**src/design/pfvu_pkg.sv**
```systemverilog
package pfvu_pkg;

	// Result kinds.
	localparam logic [1:0] KIND_PARAM    = 2'd0;
	localparam logic [1:0] KIND_SUM_OK   = 2'd1;
	localparam logic [1:0] KIND_SUM_BAD  = 2'd2;

	// Voice layout.
	localparam logic [6:0] GLOBAL_START  = 7'd102;
	localparam logic [7:0] GLOBAL_INDEX  = 8'd126;
	localparam logic [7:0] ENABLE_INDEX  = 8'd155;
	localparam logic [7:0] ENABLE_VALUE  = 8'h3f;
	localparam logic [6:0] LAST_POSITION = 7'd127;

	// One unpacked image entry.
	typedef struct packed {
		logic [7:0] idx;
		logic [7:0] val;
	} entry_t;

	// Everything one payload word produces.
	typedef struct packed {
		logic [1:0] kind;
		logic [4:0] voice;
		logic [1:0] cnt;
		entry_t [2:0] res;
	} decode_t;

endpackage

```
**src/design/pfvu_decode.sv**
```systemverilog
module pfvu_decode import pfvu_pkg::*; #(
	parameter int BANK_VOICES = 32
) (
	input  logic        clk,
	input  logic        arst_n,
	input  logic        en,
	input  logic [7:0]  data_byte,
	input  logic        first,
	input  logic        is_checksum,
	output decode_t     dec
);

	logic [6:0] pos_q;
	logic [4:0] voice_q;
	logic [3:0] detune_q;
	logic [6:0] sum_q;

	logic [6:0] pos_eff;
	logic [4:0] voice_eff;
	logic [6:0] sum_eff;
	logic [6:0] expect_sum;
	logic [6:0] op_start;
	logic [6:0] op_diff;
	logic [4:0] k;
	logic [7:0] base;
	logic [6:0] g_diff;
	logic [4:0] g;
	logic [7:0] b;
	logic       in_ops;
	logic       take_detune;
	logic [6:0] pos_d;
	logic [4:0] voice_d;
	logic [5:0] voice_inc;

	// A first word clears position, voice count and sum before it is used.
	assign pos_eff    = first ? '0 : pos_q;
	assign voice_eff  = first ? '0 : voice_q;
	assign sum_eff    = first ? '0 : sum_q;
	assign expect_sum = 7'(7'd0 - sum_eff);
	assign b          = data_byte;
	assign in_ops     = pos_eff < GLOBAL_START;

	// Split the position into operator and byte within the operator block.
	always_comb begin
		if (pos_eff >= 7'd85) begin
			op_start = 7'd85;
			base     = 8'd105;
		end else if (pos_eff >= 7'd68) begin
			op_start = 7'd68;
			base     = 8'd84;
		end else if (pos_eff >= 7'd51) begin
			op_start = 7'd51;
			base     = 8'd63;
		end else if (pos_eff >= 7'd34) begin
			op_start = 7'd34;
			base     = 8'd42;
		end else if (pos_eff >= 7'd17) begin
			op_start = 7'd17;
			base     = 8'd21;
		end else begin
			op_start = 7'd0;
			base     = 8'd0;
		end
	end

	assign op_diff = pos_eff - op_start;
	assign k       = op_diff[4:0];
	assign g_diff  = pos_eff - GLOBAL_START;
	assign g       = g_diff[4:0];

	// Field extraction for the current word.
	always_comb begin
		dec       = '0;
		dec.kind  = KIND_PARAM;
		dec.voice = voice_eff;
		dec.cnt   = 2'd1;
		take_detune = 1'b0;
		if (is_checksum) begin
			dec.kind       = (b == {1'b0, expect_sum}) ? KIND_SUM_OK : KIND_SUM_BAD;
			dec.res[0].val = {1'b0, expect_sum};
		end else if (in_ops) begin
			case (k) inside
				[5'd0:5'd10]: begin
					dec.res[0] = '{base + {3'b0, k}, b};
				end
				5'd11: begin
					dec.cnt    = 2'd2;
					dec.res[0] = '{base + 8'd11, {6'b0, b[1:0]}};
					dec.res[1] = '{base + 8'd12, {6'b0, b[3:2]}};
				end
				5'd12: begin
					dec.res[0]  = '{base + 8'd13, {5'b0, b[2:0]}};
					take_detune = 1'b1;
				end
				5'd13: begin
					dec.cnt    = 2'd2;
					dec.res[0] = '{base + 8'd14, {6'b0, b[1:0]}};
					dec.res[1] = '{base + 8'd15, {5'b0, b[4:2]}};
				end
				5'd14: begin
					dec.res[0] = '{base + 8'd16, b};
				end
				5'd15: begin
					dec.cnt    = 2'd2;
					dec.res[0] = '{base + 8'd17, {7'b0, b[0]}};
					dec.res[1] = '{base + 8'd18, {3'b0, b[5:1]}};
				end
				default: begin
					dec.cnt    = 2'd2;
					dec.res[0] = '{base + 8'd19, b};
					dec.res[1] = '{base + 8'd20, {4'b0, detune_q}};
				end
			endcase
		end else begin
			case (g) inside
				[5'd0:5'd7]: begin
					dec.res[0] = '{GLOBAL_INDEX + {3'b0, g}, b};
				end
				5'd8: begin
					dec.res[0] = '{8'd134, {3'b0, b[4:0]}};
				end
				5'd9: begin
					dec.cnt    = 2'd2;
					dec.res[0] = '{8'd135, {5'b0, b[2:0]}};
					dec.res[1] = '{8'd136, {7'b0, b[3]}};
				end
				[5'd10:5'd13]: begin
					dec.res[0] = '{8'd127 + {3'b0, g}, b};
				end
				5'd14: begin
					dec.cnt    = 2'd3;
					dec.res[0] = '{8'd141, {7'b0, b[0]}};
					dec.res[1] = '{8'd142, {5'b0, b[3:1]}};
					dec.res[2] = '{8'd143, {5'b0, b[6:4]}};
				end
				5'd15: begin
					dec.res[0] = '{8'd144, b};
				end
				5'd25: begin
					dec.cnt    = 2'd2;
					dec.res[0] = '{8'd129 + {3'b0, g}, b};
					dec.res[1] = '{ENABLE_INDEX, ENABLE_VALUE};
				end
				default: begin
					dec.res[0] = '{8'd129 + {3'b0, g}, b};
				end
			endcase
		end
	end

	// Position and voice advance; the voice count wraps at the bank size.
	assign voice_inc = {1'b0, voice_eff} + 6'd1;

	always_comb begin
		pos_d   = pos_eff + 7'd1;
		voice_d = voice_eff;
		if (pos_eff == LAST_POSITION) begin
			pos_d   = '0;
			voice_d = (voice_inc >= 6'(BANK_VOICES)) ? '0 : voice_inc[4:0];
		end
	end

	// Running state; a checksum word only applies the clear of a first word.
	always_ff @(posedge clk or negedge arst_n) begin
		if (!arst_n) begin
			pos_q    <= '0;
			voice_q  <= '0;
			detune_q <= '0;
			sum_q    <= '0;
		end else if (en) begin
			if (is_checksum) begin
				pos_q   <= pos_eff;
				voice_q <= voice_eff;
				sum_q   <= sum_eff;
			end else begin
				pos_q   <= pos_d;
				voice_q <= voice_d;
				sum_q   <= sum_eff + b[6:0];
				if (take_detune) begin
					detune_q <= b[6:3];
				end
			end
		end
	end

endmodule

```
**src/design/packed_fm_voice_unpacker_core.sv**
```systemverilog
// Flow: a word waits in the input register and is decoded into the result register,
// which shows its first result; a word gives one to three results. Unless out_stall
// holds it, that register hands out one entry a cycle and reloads on the last one.
// Reset: arst_n clears position, voice count, detune, sum and all valid flags
// at once; no clearing pass is needed.
module packed_fm_voice_unpacker_core import pfvu_pkg::*; #(
	parameter int BANK_VOICES = 32
) (
	input  logic       clk,
	input  logic       arst_n,
	input  logic       in_valid,
	output logic       in_stall,
	input  logic [7:0] data_byte,
	input  logic       first,
	input  logic       is_checksum,
	output logic       out_valid,
	input  logic       out_stall,
	output logic [1:0] kind,
	output logic [4:0] voice_index,
	output logic [7:0] param_index,
	output logic [7:0] param_value,
	output logic       last
);

	logic       valid_s1;
	logic [7:0] data_s1;
	logic       first_s1;
	logic       cs_s1;

	decode_t    dec;
	logic       load;
	logic       out_take;

	logic       ovalid_q;
	logic [1:0] kind_q;
	logic [4:0] voice_q;
	logic [1:0] cnt_q;
	logic [1:0] ptr_q;
	entry_t     res_q [3];

	// The result register frees up when its last entry is taken.
	assign out_take = ovalid_q && !out_stall;
	assign load     = valid_s1 && (!ovalid_q || (out_take && last));
	assign in_stall = valid_s1 && !load;

	// Input register.
	always_ff @(posedge clk or negedge arst_n) begin
		if (!arst_n) begin
			valid_s1 <= 1'b0;
		end else if (!in_stall) begin
			valid_s1 <= in_valid;
		end
	end

	always_ff @(posedge clk) begin
		if (in_valid && !in_stall) begin
			data_s1  <= data_byte;
			first_s1 <= first;
			cs_s1    <= is_checksum;
		end
	end

	pfvu_decode #(
		.BANK_VOICES(BANK_VOICES)
	) u_decode (
		.clk         (clk),
		.arst_n      (arst_n),
		.en          (load),
		.data_byte   (data_s1),
		.first       (first_s1),
		.is_checksum (cs_s1),
		.dec         (dec)
	);

	// Result register control.
	always_ff @(posedge clk or negedge arst_n) begin
		if (!arst_n) begin
			ovalid_q <= 1'b0;
			ptr_q    <= '0;
		end else if (load) begin
			ovalid_q <= 1'b1;
			ptr_q    <= '0;
		end else if (out_take) begin
			if (last) begin
				ovalid_q <= 1'b0;
			end else begin
				ptr_q <= ptr_q + 2'd1;
			end
		end
	end

	// Result register payload.
	always_ff @(posedge clk) begin
		if (load) begin
			kind_q   <= dec.kind;
			voice_q  <= dec.voice;
			cnt_q    <= dec.cnt;
			res_q[0] <= dec.res[0];
			res_q[1] <= dec.res[1];
			res_q[2] <= dec.res[2];
		end
	end

	assign out_valid   = ovalid_q;
	assign kind        = kind_q;
	assign voice_index = voice_q;
	assign param_index = res_q[ptr_q].idx;
	assign param_value = res_q[ptr_q].val;
	assign last        = (ptr_q == cnt_q - 2'd1);

`ifndef ASSERT_OFF
	a_ptr_in_range: assert property (@(posedge clk) disable iff (!arst_n)
		out_valid |-> (ptr_q < cnt_q))
		else $error("Result pointer beyond the word's result count.");

	a_status_single: assert property (@(posedge clk) disable iff (!arst_n)
		(out_valid && kind != KIND_PARAM) |-> (last && ptr_q == 2'd0))
		else $error("Checksum status is not a single result.");

	a_load_restarts: assert property (@(posedge clk) disable iff (!arst_n)
		load |=> (out_valid && ptr_q == 2'd0))
		else $error("A new word did not restart the result pointer.");

	a_hold_on_stall: assert property (@(posedge clk) disable iff (!arst_n)
		(out_valid && out_stall) |=> (out_valid && $stable(ptr_q)))
		else $error("Stalled result pointer moved.");
`endif

endmodule
```
**config.mk**
```make
export PLATFORM = sky130hd
export DESIGN_NAME = packed_fm_voice_unpacker_core
export DESIGN_NICKNAME = d
export VERILOG_FILES = /design/src/design/pfvu_pkg.sv /design/src/design/pfvu_decode.sv /design/src/design/packed_fm_voice_unpacker_core.sv
export SDC_FILE = /design/constraint.sdc
export NUM_CORES = 1
export LEC_CHECK = 0
export BUFFER_PORTS_ARGS = -buffer_cell sky130_fd_sc_hd__buf_2
export CORE_MARGIN = 3
export CORE_UTILIZATION = 45
export CTS_CLUSTER_SIZE = 12
export DETAILED_ROUTE_END_ITERATION = 12
export SLEW_MARGIN = 0
export SYNTH_ARGS = -nofsm -noshare
export SYNTH_HDL_FRONTEND = slang
export SYNTH_SLANG_ARGS = --single-unit
```
**constraint.sdc**
```tcl
create_clock -name clk -period 5.7 [get_ports clk]
set_input_delay 0.285 -clock clk [delete_from_list [all_inputs] [get_ports clk]]
set_output_delay 0.285 -clock clk [all_outputs]
set_load 0.01 [all_outputs]
```
[Word-level counts from Yosys, hierarchy flattened]
Memory sizes are Yosys's and may differ from the RTL's.
Index checks and enable logic that the tools add are counted.
Word-level totals
  register bits after elaboration: 46
  bits in writable memories: 48
  bits of input ports: 14
  output and inout port bits: 26
  logic and storage cells: 162
  memories kept: 1
Cells by class
  add/subtract/negate cells: 22
  $lt $le $gt $ge: 13
  equal/unequal tests: 14
  muxes and demuxes: 80
  bitwise gates (word level): 1
  reductions and logical operators: 18
Memory list
  res_q: depth 3, width 16, rd ports 1, clocked after memory_dff 0, write ports 3, RTL line packed_fm_voice_unpacker_core.sv:39  | entry_t res_q [3];
Operators with widths (count)
  $mux 16: 31
  $mux 5: 10
  $eq 5x4->1 const B: 9
  $add 8x4->8 const B: 5
  $add 8x5->8 const B: 5
  $mux 40: 1
  $mux 7: 5
  $mux 2: 17
  $mux 32: 1
  $mux 8: 3
  $add 7x5->8 const A: 2
  $ge 7x6->1 const B: 2
  $ge 7x7->1 const B: 2
  $mux 6: 2
  $ge 5x1->1 const B: 2
  $le 5x4->1 const B: 2
  $mux 1: 10
  $add 8x5->8: 1
  $add 8x5->8 const A: 1
  $eq 8x7->1: 1
  $logic_and 1x1->1: 8
  $add 7x1->7 const B: 1
  $add 7x7->7: 1
  $eq 7x7->1 const B: 1
  other kinds (20): 25

[Logic depth before layout (Yosys ltp)]
  depth in word-level cells: 17
  gate-level depth with buffers: 28

[Cells and area by module]
Synthesis repeated with hierarchy kept, for this count alone.
Unflattened totals
  cell total of the unflattened synthesis: 764
  area, all modules: 7193.1 sq um
By module, submodules not included
  pfvu_decode: times used 1, cells an instance 606, area each 4534.3 sq um
  packed_fm_voice_unpacker_core: times used 1, cells an instance 158, area each 2658.8 sq um

[Worst setup path after synthesis]
Ideal clock, no wire load.
  kind: flip-flop to flip-flop
  start point: register first_s1
  end point: memory res_q[0][11] in the netlist's numbering, data pin
  arrival: 5293 ps
  required time: 5439 ps
  slack: 146 ps
  stages on the path, launching flop included: 28
  path buffers: 2
  clock period less this slack: 5554 ps
  cells stage by stage: edfxtp_1 buf_2 inv_1 clkbuf_1 nand2_1 inv_1 ha_1 a211o_1 o2111ai_1 o211ai_2 a21oi_2 inv_1 ha_1 fa_1 nand2b_1 and3_1 or3_1 a21oi_1 nand4_2 nor2_2 nand2_1 ha_1 a21oi_1 nor2_1 o31ai_1 o311ai_1 xnor2_1 o21ai_1
RTL lines
  start: declaration: RTL line packed_fm_voice_unpacker_core.sv:27  | logic first_s1;
  start signal: assignment: RTL line packed_fm_voice_unpacker_core.sv:58  | first_s1 <= first;
  end: declaration: RTL line packed_fm_voice_unpacker_core.sv:39

==> results.md <==
Timing:
- The accumulated negative setup slack is 0 ns.
- The final clock skew is approximately 0.0096 ns.
- Hold is met by roughly 0.10 ns.
- The number of max-slew violations in the final report is 0.
- Setup violations remaining at the end of the flow were counted as 0.
- The period utilization is 93.3%.
- The total count of hold-check failures in the final report came to 0.
- The worst pin sits at a relative slew slack of around 33%.
- The top achievable clock speed is around 190 MHz.
- At the pin with the least slew margin, the transition time is around 1.0 ns.
- For the finished layout, the period the worst path requires is 5.32 ns.
- Setup repair after global routing left no endpoint under its margin.

Clock tree:
- The number of clock sinks seen by CTS is 80.
- The clock latency reported for the late side of the worst-skew pair is between 0.3 and 0.4 ns.
- The number of buffers created by CTS is 9.
- TritonCTS built the clock tree.
- The number of buffers on the longest clock path is 2.
- Once the clock tree was built, the setup fixing pass inserted 0 buffers.
- The number of levels the H-tree was split into is 3.
- The cell sitting at the root of the clock tree is a sky130_fd_sc_hd__clkbuf_16.
- The clock-pin transition on the worst setup and hold timing paths is about 0.070 ns.

Critical path:
- The nature of the critical path endpoint is a register.
- The type of origin of the critical path is a register.
- The worst setup path is of the reg2reg kind.
- The critical-path maximum fanout is 14.
- The arrival time at the worst endpoint is ~5.4 ns.
- The most critical setup path has its startpoint at first_s1$_DFFE_PP_.
- The startpoint of the worst-slack reg-to-reg timing path is first_s1$_DFFE_PP_.
- The worst reg-to-reg path cell count is 24.
- For the worst setup path, the data required time is between 5 and 6 ns.

Min path:
- The startpoint identified for the worst hold timing path is data_byte[5].
- The class of the most critical hold timing path is in2reg.
- The depth of the worst hold-timing path is 1.

Cells and area:
- The proportion of layout cells with a drive suffix above 1 is approximately 17%.
- The design area is between 0.007 and 0.008 mm2.
- The layout overhead on the synthesized area is 12.2%.
- At the end of the flow, the number of nets in the layout was roughly 840.
- Counting the fill cells in the layout gives roughly 1,300.
- The antenna diode count is 0.

Global routing:
- The global-route track usage on met2 is between 30% and 40%.
- The first global-routing pass estimated between 30 and 40 mm of wire.
- The layer with the highest usage is met2.
- The met1 capacity usage during global routing is between 30% and 40%.
- The via count of the first global-routing pass is approximately 5,800.
- The number of antenna violations at the first check in global routing was 1.
- The largest net degree at the start of global routing is 43.
- Global routing used 26.1% of the available tracks.
- Global routing consumed, on the met3 layer, under 10% of the routing resources.
- The total grt overflow is 0.

Placement:
- Routability-driven placement finished with a final weighted congestion of 1.06.
- Summing all placed instances gives a cell area of between 0.007 and 0.008 mm2.
- The estimated wirelength of the detail-placed design is 15.3 mm.
- Buffers placed on the I/O ports in this run total 39.

Detailed routing:
- For this run, the detailed router's first-pass iteration total came to 5.
- The detailed router placed just over 6,000 vias in this run.
- In the routed design, unresolved DRC markers number 0.
- The final routed wirelength across all metal layers is roughly 21 mm.
- After the first detailed-routing iteration, the DRC count stood at around 600.
- The mean routed wirelength per cell is about 21 um.
- The count of nets left with antenna violations once routing finished came out at 0.
- Dividing the detail-routed via count by the number of cells gives between 6 and 7.

Synth:
- In the synthesized netlist, the cells that appear most often are 76 x sky130_fd_sc_hd__nand2_1, 60 x sky130_fd_sc_hd__nor2_1, 53 x sky130_fd_sc_hd__edfxtp_1.
- Yosys printed 0 warnings.
- The area fraction of the dominant cell type after synthesis is 24.1%.
- The average instance area after synthesis is ~8.8 um2.
- The primary flip-flop cell chosen by synthesis mapping is sky130_fd_sc_hd__edfxtp_1.
- After technology mapping, the gate count stands at roughly 750.
- The biggest area contributor in the post-synthesis netlist is sky130_fd_sc_hd__edfxtp_1.
- The post-synthesis sequential element count is 80.
- After synthesis, the netlist uses 86 different library cells.
- When the netlist entered floorplanning its net count stood at slightly above 800.
- After synthesis, flip-flops and latches occupy around 34% of the total area.
- Ranked by total cell area, the synthesized netlist is headed by sky130_fd_sc_hd__edfxtp_1 24%, sky130_fd_sc_hd__dfrtp_1 10%, sky130_fd_sc_hd__ha_1 7.0%, sky130_fd_sc_hd__nand2_1 4.3%, sky130_fd_sc_hd__o21ai_0 3.8%.
- After synthesis, the share of flip-flops with an asynchronous set or reset is 33.8%.
- The synthesized design contains between 50 and 60 enable-type register cells.
- The most used standard cell by instance count after synthesis is sky130_fd_sc_hd__nand2_1.
- The cell area that synthesis handed to floorplanning was ~0.0066 mm2.

Floorplan:
- The die covers roughly 0.016 mm2.
- For this configuration, the core starts out at a cell density of between 40% and 50%.
- The die is about 130 um tall.
- The die boundary width is 127 um.
- The region available for standard cell placement spans ~0.014 mm2.
- 40 I/O pins were placed.
- The number of core rows is between 40 and 50.

Power:
- The power density of the placed cells is between 500 and 600 mW/mm2.
- The peak ir drop on the vdd network is about 280 uV.
- The leakage dissipation is roughly 3.1 nW.

Status:
- The run finished with clean final reports.

Run:
- The max-capacitance violation count is 0.
kinds of logic after synthesis:
group | Yosys count | share of synthesized area (%)
flops | 80 | 34.3
compound gates | 231 | 24.0
fa+ha+maj | 40 | 7.91
simple gates | 273 | 21.4
buf+inv | 76 | 5.09
mux | 18 | 2.84
xor+xnor | 33 | 4.48
metrics by stage:
step	total power (W)	worst slack [ns]	util [%]	instances
3_5_place_dp	0.00330	0.249	49.9	958
6_report	0.00401	0.384	52.5	975
4_1_cts	0.00396	0.234	52.3	975
3_3_place_gp	0.00329	0.472	49.9	958
5_1_grt	0.00427	0.00327	52.5	975
2_1_floorplan	0.00259	0.146	-	751
where the power goes:
group          internal [W]  total (W)  switching (W)
Sequential         0.000836   0.000972       0.000136
Combinational      0.000863    0.00238        0.00152
Clock              0.000392   0.000654       0.000262
state kept, by name, summed over array words and instances (netlist names):
register           count
u_decode.sum_q         7
u_decode.voice_q       5
data_s1                8
u_decode.detune_q      4
out_valid              1
cnt_q                  2
u_decode.pos_q         7
res_q                 34
kind                   2
valid_s1               1
cs_s1                  1
first_s1               1
ptr_q                  2
voice_index            5
area by class of cell:
cell class              count  area [um2]  area share (%)
multi-input cells         595        4030            54.3
flip-flops and latches     80        2270            30.5
repair buffers             71         438            5.90
clock buffers               9         225            3.03
well taps                 180         225            3.03
inverters                  33         128            1.72
clock inverters             7         110            1.48
worst max-delay path, cell delays in order (launching register included):
cell and delay, ns:
sky130_fd_sc_hd__edfxtp_1 0.40, sky130_fd_sc_hd__buf_4 0.21, sky130_fd_sc_hd__and2b_1 0.21, sky130_fd_sc_hd__ha_1 0.27, sky130_fd_sc_hd__a211o_1 0.25, sky130_fd_sc_hd__o2111ai_1 0.17
sky130_fd_sc_hd__o211ai_2 0.18, sky130_fd_sc_hd__a21oi_2 0.18, sky130_fd_sc_hd__inv_1 0.08, sky130_fd_sc_hd__ha_1 0.23, sky130_fd_sc_hd__fa_2 0.43, sky130_fd_sc_hd__nand2b_1 0.19
sky130_fd_sc_hd__and3_1 0.21, sky130_fd_sc_hd__or3_1 0.40, sky130_fd_sc_hd__a21oi_2 0.20, sky130_fd_sc_hd__nand4_2 0.13, sky130_fd_sc_hd__nor2_2 0.12, sky130_fd_sc_hd__nand2_1 0.13
sky130_fd_sc_hd__ha_1 0.39, sky130_fd_sc_hd__a21oi_1 0.15, sky130_fd_sc_hd__nor2_1 0.05, sky130_fd_sc_hd__o31ai_1 0.08, sky130_fd_sc_hd__o311ai_1 0.16, sky130_fd_sc_hd__xnor2_1 0.16
sky130_fd_sc_hd__o21ai_1 0.07
metal layers:
layer | up-vias | routed length (um)
met5 | - | 9
met4 | 2 | 541
met3 | 40 | 1630
met2 | 308 | 9200
met1 | 2868 | 9330
li1 | 2845 | -
placed cells by master (no fill, tap or decap), types with 5 or more instances in the layout:
master,count
sky130_fd_sc_hd__nor2_1,60
sky130_fd_sc_hd__xor2_1,12
sky130_fd_sc_hd__o211ai_1,6
sky130_fd_sc_hd__buf_2,39
sky130_fd_sc_hd__nand2_1,75
sky130_fd_sc_hd__and2_1,13
sky130_fd_sc_hd__a211o_1,6
sky130_fd_sc_hd__or3_1,6
sky130_fd_sc_hd__nor2b_1,27
sky130_fd_sc_hd__a21oi_1,46
sky130_fd_sc_hd__a22o_1,7
sky130_fd_sc_hd__and3_1,5
sky130_fd_sc_hd__edfxtp_1,53
sky130_fd_sc_hd__o21ai_0,50
sky130_fd_sc_hd__o22ai_1,6
sky130_fd_sc_hd__mux2i_1,12
sky130_fd_sc_hd__buf_4,31
sky130_fd_sc_hd__a211oi_1,10
sky130_fd_sc_hd__nor4_1,5
sky130_fd_sc_hd__inv_1,27
sky130_fd_sc_hd__clkbuf_16,9
sky130_fd_sc_hd__a22oi_1,5
sky130_fd_sc_hd__nand4_1,7
sky130_fd_sc_hd__o21ai_1,9
sky130_fd_sc_hd__a21o_1,12
sky130_fd_sc_hd__a31oi_1,10
sky130_fd_sc_hd__dfrtp_1,27
sky130_fd_sc_hd__nand2b_1,10
sky130_fd_sc_hd__nor3_1,14
sky130_fd_sc_hd__o31ai_1,10
sky130_fd_sc_hd__nand3_1,15
sky130_fd_sc_hd__ha_1,37
sky130_fd_sc_hd__xnor2_1,20
sky130_fd_sc_hd__a31o_2,5
repair_timing:
| item | 4_1_cts | 5_1_grt |
|---|---|---|
| hold buffers | 1 | 0 |
| gates resized for setup | 0 | 5 |
| endpoints found under the hold margin | 6 | 0 |
| endpoints found under the setup margin | 0 | 6 |
worst paths after layout:
| check | to | slack (ns) |
|---|---|---|
| worst max-delay path | res_q[0][11]$_SDFFCE_PP0P_ | 0.38 |
| worst min-delay path | data_s1[5]$_DFFE_PP_ | 0.10 |
| worst max register to register | res_q[0][11]$_SDFFCE_PP0P_ | 0.38 |
| worst min register to register | u_decode.detune_q[3]$_DFFE_PN0P_ | 0.49 |
| max in group asynchronous | u_decode.pos_q[6]$_DFFE_PN0P_ | 4.69 |
| min in group asynchronous | ptr_q[0]$_DFFE_PN0P_ | 0.52 |
Note: power is estimated with default switching activity, not from simulation.
